`config.mk`:
```
export PLATFORM = sky130hd
export DESIGN_NAME = zllm_boltz
export DESIGN_NICKNAME = d
export VERILOG_FILES = /design/src/design/zllm_pkg.sv /design/src/design/zllm_boltz.sv
export SDC_FILE = /design/constraint.sdc
export NUM_CORES = 2
export LEC_CHECK = 0
export BUFFER_PORTS_ARGS = -buffer_cell sky130_fd_sc_hd__buf_2
export CORE_MARGIN = 2
export CORE_UTILIZATION = 38
export CTS_BUF_LIST = sky130_fd_sc_hd__clkbuf_4 sky130_fd_sc_hd__clkbuf_8 sky130_fd_sc_hd__clkbuf_16
export CTS_CLUSTER_SIZE = 10
export DETAILED_ROUTE_END_ITERATION = 12
export PLACE_DENSITY = 0.59
export SYNTH_ARGS = -nofsm -noshare
export SYNTH_HDL_FRONTEND = slang
export SYNTH_SLANG_ARGS = --single-unit
```
`constraint.sdc`:
```
create_clock -name i_clk -period 12.2 [get_ports i_clk]
set_input_delay 0.61 -clock i_clk [delete_from_list [all_inputs] [get_ports i_clk]]
set_output_delay 0.61 -clock i_clk [all_outputs]
set_load 0.005 [all_outputs]
```
`src/design/zllm_pkg.sv`:
```
// Shared types, constants and table builders for the Z_N link update.
// No dependencies.
`default_nettype none

package zllm_pkg;

    localparam int LATTICE_SIZE_DEF = 16;
    localparam int MAX_ORDER        = 16;

    localparam logic [1:0] REG_BETA  = 2'd0;
    localparam logic [1:0] REG_ORDER = 2'd1;

    localparam logic [24:0] LOG2E_Q24 = 25'd24204406;
    localparam logic [27:0] LN2_Q28   = 28'd186065280;
    localparam logic [28:0] Q28_ONE   = 29'd268435456;

    // ceil(2^31 / k) for k = 1..8, exact truncating divide for values below 2^28
    localparam logic [31:0] RECIP [8] = '{
        32'd2147483648, 32'd1073741824, 32'd715827883, 32'd536870912,
        32'd429496730,  32'd357913942,  32'd306783379, 32'd268435456
    };

    typedef struct packed {
        logic        start;
        logic [31:0] x;
    } t_boltz_req;

    typedef struct packed {
        logic        done;
        logic [16:0] prob;
    } t_boltz_rsp;

    typedef logic signed [15:0] t_cos_tab [256];

    // m mod d by restoring subtraction, m four bits
    function automatic logic [6:0] mod_small(input logic [3:0] m, input logic [6:0] d);
        logic [7:0] r;
        r = '0;
        for (int i = 3; i >= 0; i--) begin
            r = {r[6:0], m[i]};
            if (r >= {1'b0, d}) r = r - {1'b0, d};
        end
        return r[6:0];
    endfunction

    function automatic logic signed [15:0] cos_quarter(input logic [31:0] t_in);
        logic [63:0] t, th, x2, a, v;
        logic        use_sin;
        t = {32'd0, t_in};
        use_sin = (t > 64'd8192);
        if (use_sin) t = 64'd16384 - t;
        th = (t * 64'd1686629713) >> 16;
        x2 = (th * th) >> 28;
        if (!use_sin) begin
            a = 64'd6658;
            a = 64'd372827 - ((x2 * a) >> 28);
            a = 64'd11184811 - ((x2 * a) >> 28);
            a = 64'd134217728 - ((x2 * a) >> 28);
            v = 64'd268435456 - ((x2 * a) >> 28);
        end else begin
            a = 64'd740;
            a = 64'd53261 - ((x2 * a) >> 28);
            a = 64'd2236962 - ((x2 * a) >> 28);
            a = 64'd44739243 - ((x2 * a) >> 28);
            a = 64'd268435456 - ((x2 * a) >> 28);
            v = (th * a) >> 28;
        end
        v = (v + 64'd32768) >> 16;
        return v[15:0];
    endfunction

    function automatic logic signed [15:0] zn_cos(input logic [31:0] m, input logic [31:0] n);
        logic [31:0] num, q;
        logic [32:0] r;
        logic [31:0] p, rem;
        num = m * 32'd65536 + (n >> 1);
        q = '0;
        r = '0;
        for (int i = 31; i >= 0; i--) begin
            r = {r[31:0], num[i]};
            if (r >= {1'b0, n}) begin
                r = r - {1'b0, n};
                q[i] = 1'b1;
            end
        end
        p = q;
        rem = {18'd0, p[13:0]};
        case (p[15:14])
            2'd0:    return cos_quarter(rem);
            2'd1:    return -cos_quarter(32'd16384 - rem);
            2'd2:    return -cos_quarter(rem);
            default: return cos_quarter(32'd16384 - rem);
        endcase
    endfunction

    // entry {n-1, m}: cos(2*pi*m/n) in Q12
    function automatic t_cos_tab build_cos();
        t_cos_tab    tab;
        logic [31:0] m, n;
        for (int i = 0; i < 256; i++) begin
            m = i % 16;
            n = i / 16 + 1;
            if (n >= 2 && m < n) tab[i] = zn_cos(m, n);
            else tab[i] = '0;
        end
        return tab;
    endfunction

    localparam t_cos_tab COS_TAB = build_cos();

endpackage

`default_nettype wire

```
`src/design/zllm_boltz.sv`:
```
// Iterative exp(-beta*dS) unit: two scaling multiplies, eight Horner steps.
// Depends on zllm_pkg.
`default_nettype none

module zllm_boltz (
    input  wire logic                i_clk,
    input  wire logic                i_rst_n,
    input  wire zllm_pkg::t_boltz_req i_req,
    output zllm_pkg::t_boltz_rsp     o_rsp
);
    import zllm_pkg::*;

    typedef enum logic [2:0] {B_IDLE, B_M1, B_M2, B_HA, B_HB, B_OUT} t_bstate;

    t_bstate     r_state;
    logic [31:0] r_x;
    logic [8:0]  r_n;
    logic [23:0] r_f;
    logic [27:0] r_z;
    logic [28:0] r_h;
    logic [27:0] r_v;
    logic [2:0]  r_k;
    logic        r_done;
    logic [16:0] r_prob;

    logic [56:0] prod_y;
    logic [51:0] prod_z;
    logic [56:0] prod_v;
    logic [59:0] prod_q;
    logic [28:0] shifted;

    assign prod_y  = 57'(r_x) * 57'(LOG2E_Q24);
    assign prod_z  = 52'(r_f) * 52'(LN2_Q28);
    assign prod_v  = 57'(r_z) * 57'(r_h);
    assign prod_q  = 60'(r_v) * 60'(RECIP[r_k]);
    assign shifted = r_h >> (r_n[4:0] + 5'd12);

    always_ff @(posedge i_clk) begin
        if (!i_rst_n) begin
            r_state <= B_IDLE;
            r_done  <= 1'b0;
        end else begin
            r_done <= (r_state == B_OUT);
            case (r_state)
                B_IDLE: begin
                    if (i_req.start) begin
                        r_x     <= i_req.x;
                        r_state <= B_M1;
                    end
                end
                B_M1: begin
                    r_n     <= prod_y[56:48];
                    r_f     <= prod_y[47:24];
                    r_state <= B_M2;
                end
                B_M2: begin
                    r_z     <= prod_z[51:24];
                    r_h     <= Q28_ONE;
                    r_k     <= 3'd7;
                    r_state <= B_HA;
                end
                B_HA: begin
                    r_v     <= prod_v[55:28];
                    r_state <= B_HB;
                end
                B_HB: begin
                    r_h <= Q28_ONE - prod_q[59:31];
                    if (r_k == 3'd0) begin
                        r_state <= B_OUT;
                    end else begin
                        r_k     <= r_k - 3'd1;
                        r_state <= B_HA;
                    end
                end
                B_OUT: begin
                    r_prob  <= (r_n >= 9'd17) ? 17'd0 : shifted[16:0];
                    r_state <= B_IDLE;
                end
                default: r_state <= B_IDLE;
            endcase
        end
    end

    assign o_rsp.done = r_done;
    assign o_rsp.prob = r_prob;

endmodule

`default_nettype wire

```
Word level (Yosys, flattened, before mapping):

Memory sizes are Yosys's and may differ from the RTL's.
Cells that the tools add are included.

* RAM bits: 0
* output and inout port bits: 18
* bits in latches: 0
* memories kept: 1
* memory bits (read-only): 256
* flip-flop bits (word level): 174

* order comparisons: 2
* $add $sub $neg: 3
* $mul: 4
* bitwise logic cells: 1
* muxes and demuxes: 8
* shift operators: 1
* div/mod/pow operators: 0
* reduce and logical (&&, ||, !) cells: 10
* equal/unequal tests: 7

Memory list
* (name not given): depth 8, width 32, read ports 1, clocked after Yosys merged registers in 0, write ports 0, line zllm_boltz.sv:35 `assign prod_q = 60'(r_v) * 60'(RECIP[r_k]);`

Operators by type and width (number)
* $mux W32: 2
* $mul A28 B32 Y60: 1
* $pmux W29 S2: 1
* $mul A28 B29 Y56: 1
* $mul A32 B24 Y56 const B: 1
* $mul A24 B21 Y45 const B: 1
* $shr A29 B5 Y17: 1
* $sub A29 B29 Y29 const A: 1
* $pmux W3 S5: 1
* $reduce_and A2 Y1: 5
* $ge A9 B5 Y1 const B: 1
* $mux W3: 3
* $eq A3 B2 Y1 const B: 2
* $eq A3 B3 Y1 const B: 2
* $logic_not A3 Y1: 2
* $pmux W3 S2: 1
* $reduce_and A3 Y1: 2
* $add A5 B4 Y5 const B: 1
* $ge A4 B4 Y1 const B: 1
* $ne A2 B2 Y1 const B: 2
* $not A3 Y4: 1
* $eq A3 B1 Y1 const B: 1
* $sub A3 B1 Y3 const B: 1
* $reduce_bool A2 Y1: 1

Logic depth before layout (Yosys ltp):

* depth in word-level cells: 7
* gate-level depth with buffers: 38
* mapped depth without buffers: 35

Worst setup path before layout:

No wires, ideal clock.

* kind: flip-flop to flip-flop
* from: reg r_k[1]
* to: reg r_h[28], data pin
* arrival: 8.952 ns
* cell stages (with the launch flop): 35
* path slack: 2.975 ns
* setup time: 0.273 ns
* period minus slack after synthesis: 9.225 ns
* buffers on the path: 4
* path through: edfxtp_1 > clkbuf_1 > inv_1 > clkbuf_1 > ha_1 > a21o_1 > clkbuf_1 > clkbuf_1 > nand2_1 > fa_1 > inv_1 > fa_1 > fa_1 > fa_1 > fa_1 > fa_1 > inv_1 > fa_1 > inv_1 > ha_1 > a21oi_2 > o21ai_1 > a211o_1 > a221oi_2 > o31a_2 > xnor2_1 > inv_1 > ha_1 > inv_1 > nor4_1 > nor3b_2 > nand4_2 > nor3_1 > and4_1 > o21ai_1

* word-level cells in the longest chain between the ends: 7

RTL lines
* start: declaration: line zllm_boltz.sv:22 `logic [2:0] r_k;`
* start signal: assignment: line zllm_boltz.sv:71 `r_k <= r_k - 3'd1;`
* $not A3 Y4 (not written as such): line zllm_boltz.sv:35
* $mem_v2 Z8 W32
* $mux W32 (not written as such) (2 in a row): line zllm_boltz.sv:35
* $mul A28 B32 Y60: line zllm_boltz.sv:35
* $sub A29 B29 Y29: line zllm_boltz.sv:67 `r_h <= Q28_ONE - prod_q[59:31];`
* $pmux W29 S2: line zllm_boltz.sv:44 `case (r_state)`
* end signal: assignment: line zllm_boltz.sv:67
* end: declaration: line zllm_boltz.sv:20 `logic [28:0] r_h;`

No other way between the ends. The select of a mux whose other input is x is not followed.
A chain may end at the register's enable or synchronous reset.

Worst setup path after layout:

* from: reg r_k[0]
* to: reg r_h[28], data pin

Same word-level chain as after synthesis.

==> flow_summary.yaml <==
route:
  post-route-drc-count: 0
  drt.antenna.violating_nets: 0
  detailedRoute.firstPassIterationCount: 6
  drc_marker_count_from_the_first_detailed_route_iteration: 4119
  routed_wirelength_um: 221000
  wl_per_cell_um: 21.2
  via_count: 52600
  viasPerCell: 5.05
yosys:
  synthCells: 7873
  netlist_area_mm2: 0.0749
  synth_cell_types: 86
  number_of_enable_flip_flop_cells_after_synthesis: 170
  primary_flip_flop_cell_chosen_by_synthesis_mapping: "sky130_fd_sc_hd__edfxtp_1"
  yosys-top-cells-area: "sky130_fd_sc_hd__fa_1, sky130_fd_sc_hd__ha_1, sky130_fd_sc_hd__inv_1, sky130_fd_sc_hd__edfxtp_1, sky130_fd_sc_hd__nand2_1"
  synth.net_count: 10600
  synth_seq_cells: 174
  synth.top_cell.area_share: 0.470
  avg_inst_size_synth_um2: 9.51
  synth_seq_area_share: 0.0692
  netlist.top_cell.by_area: "sky130_fd_sc_hd__fa_1"
  yosys_warnings: 0
  synthArstFlopShare: 0
timing:
  totalNegativeSetupSlack_ns: 0
  timing_hold_violations_final: 0
  final_period_util: 0.888
  timing.clock.skew_ns: 0.0218
  period_needed_ns: 10.83
  final-setup-viol-count: 0
  slew-limit-headroom: 0.148
  timing_worst_slew_pin_value_ns: 1.28
  finalMaxSlewViolations: 0
  rsz0062_at_grt: "no"
  fmax_mhz: 92.3
placement:
  dp_hpwl_um: 183000
  finalWeightedCongestion: 1.01
  dp_cells: 10400
  detailed_place.area_mm2: 0.0782
  portBuffers: 52
critical_path:
  critical-path-slowest-cell: "sky130_fd_sc_hd__a21o_1"
  critical-path-top-cell-by-count: "sky130_fd_sc_hd__fa_1"
  critical_path_class: "reg -> reg"
  critPathMaxFanout: 18
  reg2reg_slack_ns: 1.37
  ff2ff_path_depth: 33
  critical_path.max_stage_delay_ns: 0.62
  worstPathArrival_ns: 11.06
  critPathRequiredTime_ns: 12.43
  critPathLaunchType: "flip-flop"
  setup.worst_path.end_class: "flip-flop"
clocking:
  clock_latency_ns: 0.54
  clk_path_buf_depth: 2
  clock-sinks: 174
  holdBufCountCts: 0
  root_buffer: "sky130_fd_sc_hd__clkbuf_16"
  post-cts-setup-buffer-count: 0
  clock_transition_at_the_registers_of_the_reported_paths_ns: 0.10
  htreeDepth: 4
  cts-resized-gates: 0
  tritoncts: "done"
  numCtsBuffers: 17
min_path:
  min_path_cells: 1
  class_of_the_tightest_hold_or_removal_check: "in -> reg"
global_routing:
  grt_overflow: 0
  grt_first_pass_wirelength_um: 349000
  first_global_vias: 58000
  maximum_number_of_pins_on_one_net_before_global_route_repair: 57
  antenna_found_initial: 5
  globalRouteTotalUtil: 0.231
floorplan:
  initial_utilization: 0.383
  die_h_um: 448
  die_x_um: 448
  core_mm2: 0.195
  floorplan.rows: 162
  design.die.area_mm2: 0.201
  floorplan.io_pins: 53
cells_and_area:
  final_design_area_no_fill_mm2: 0.0788
  layout.cells.non_filler: 10400
  flow.area_growth_from_synthesis_pct: 5.26
  layout-drive-gt1-share: 0.0330
  mostFrequentLayoutCell: "sky130_fd_sc_hd__inv_1"
  fin_nets: 10500
  mostFrequentLayoutCells: "sky130_fd_sc_hd__inv_1, sky130_fd_sc_hd__fa_1, sky130_fd_sc_hd__ha_1"
job:
  max-cap-violations: 0
status:
  status: "finished, final reports clean"
-- critical path: cells and delay by family, from the launching register on --
kind                     cells  cell delay [ns]
adder cells (fa/ha/maj)     10             4.49
AND/OR/NAND/NOR              7             2.20
AO/OA/AOI/OAI                7             1.93
buffers and inverters        8             1.24
flip-flops                   1             0.52
XOR/XNOR                     1             0.10
-- per-stage QoR --
stage               hold slack, ns  setup slack [ns]   util
global placement             0.552              1.72  0.400
global route                 0.216             0.956  0.403
finish                       0.242              1.37  0.403
detailed placement           0.583              1.71  0.400
CTS                          0.205              1.60  0.403
floorplan                    0.511              2.98      -
-- state kept, by name, summed over array words and instances, names as in the netlist --
register and cells:
r_v 28, r_x 32, r_prob 17, r_done 1, r_n 9, r_state 3, r_k 3, r_f 24
r_h 29, r_z 28
-- final cells by class --
cell class | instances | area [um2]
multi-input cells | 5081 | 59900
diodes | 1 | 2.50
clock buffers | 17 | 425
fillers | 19400 | 117000
clock inverters | 15 | 171
repair buffers | 154 | 1050
well taps | 2624 | 3280
flip-flops and latches | 174 | 5180
inverters | 2345 | 8800
-- worst paths after layout --
kind                              to                    start
max            r_h[28]$_SDFFCE_PN1P_     r_k[0]$_SDFFCE_PN1P_
min                r_x[27]$_DFFE_PP_                i_req[27]
max reg2reg    r_h[28]$_SDFFCE_PN1P_     r_k[0]$_SDFFCE_PN1P_
min reg2reg  r_state[0]$_SDFFE_PN0P_  r_state[2]$_SDFFE_PN0P_
-- cell usage after synthesis, types with 20 or more instances --
master                     number
sky130_fd_sc_hd__inv_1       2343
sky130_fd_sc_hd__fa_1        1760
sky130_fd_sc_hd__ha_1         944
sky130_fd_sc_hd__nand2_1      928
sky130_fd_sc_hd__and2_1       286
sky130_fd_sc_hd__clkbuf_1     252
sky130_fd_sc_hd__nor2_1       178
sky130_fd_sc_hd__a21oi_1      171
sky130_fd_sc_hd__edfxtp_1     170
sky130_fd_sc_hd__xnor2_1       85
sky130_fd_sc_hd__o21ai_0       81
sky130_fd_sc_hd__nand3_1       69
sky130_fd_sc_hd__a21o_1        56
sky130_fd_sc_hd__nor3_1        46
sky130_fd_sc_hd__xor2_1        39
sky130_fd_sc_hd__nand4_1       35
sky130_fd_sc_hd__and3_1        30
sky130_fd_sc_hd__nor2b_1       30
sky130_fd_sc_hd__o21a_1        30
sky130_fd_sc_hd__mux2i_1       28
sky130_fd_sc_hd__nand2b_1      24
sky130_fd_sc_hd__a211oi_1      20
-- metal layers --
metal	global-route usage	vias to the layer above	routed length (um)
li1	-	23100	-
met1	0.307	27100	92100
met2	0.378	1936	104000
met3	0.0382	398	15700
met4	0.0845	6	9370
met5	0	-	48
-- cell families after synthesis --
logic type	synth area share
buf+inv	0.131
compound gates	0.0448
flops	0.0692
fa+ha+maj	0.628
simple gates	0.105
xor+xnor	0.0145
mux	0.00750
Power is not shown: default switching activity piles up to over one toggle a cycle in this logic, so the estimate is an artifact.
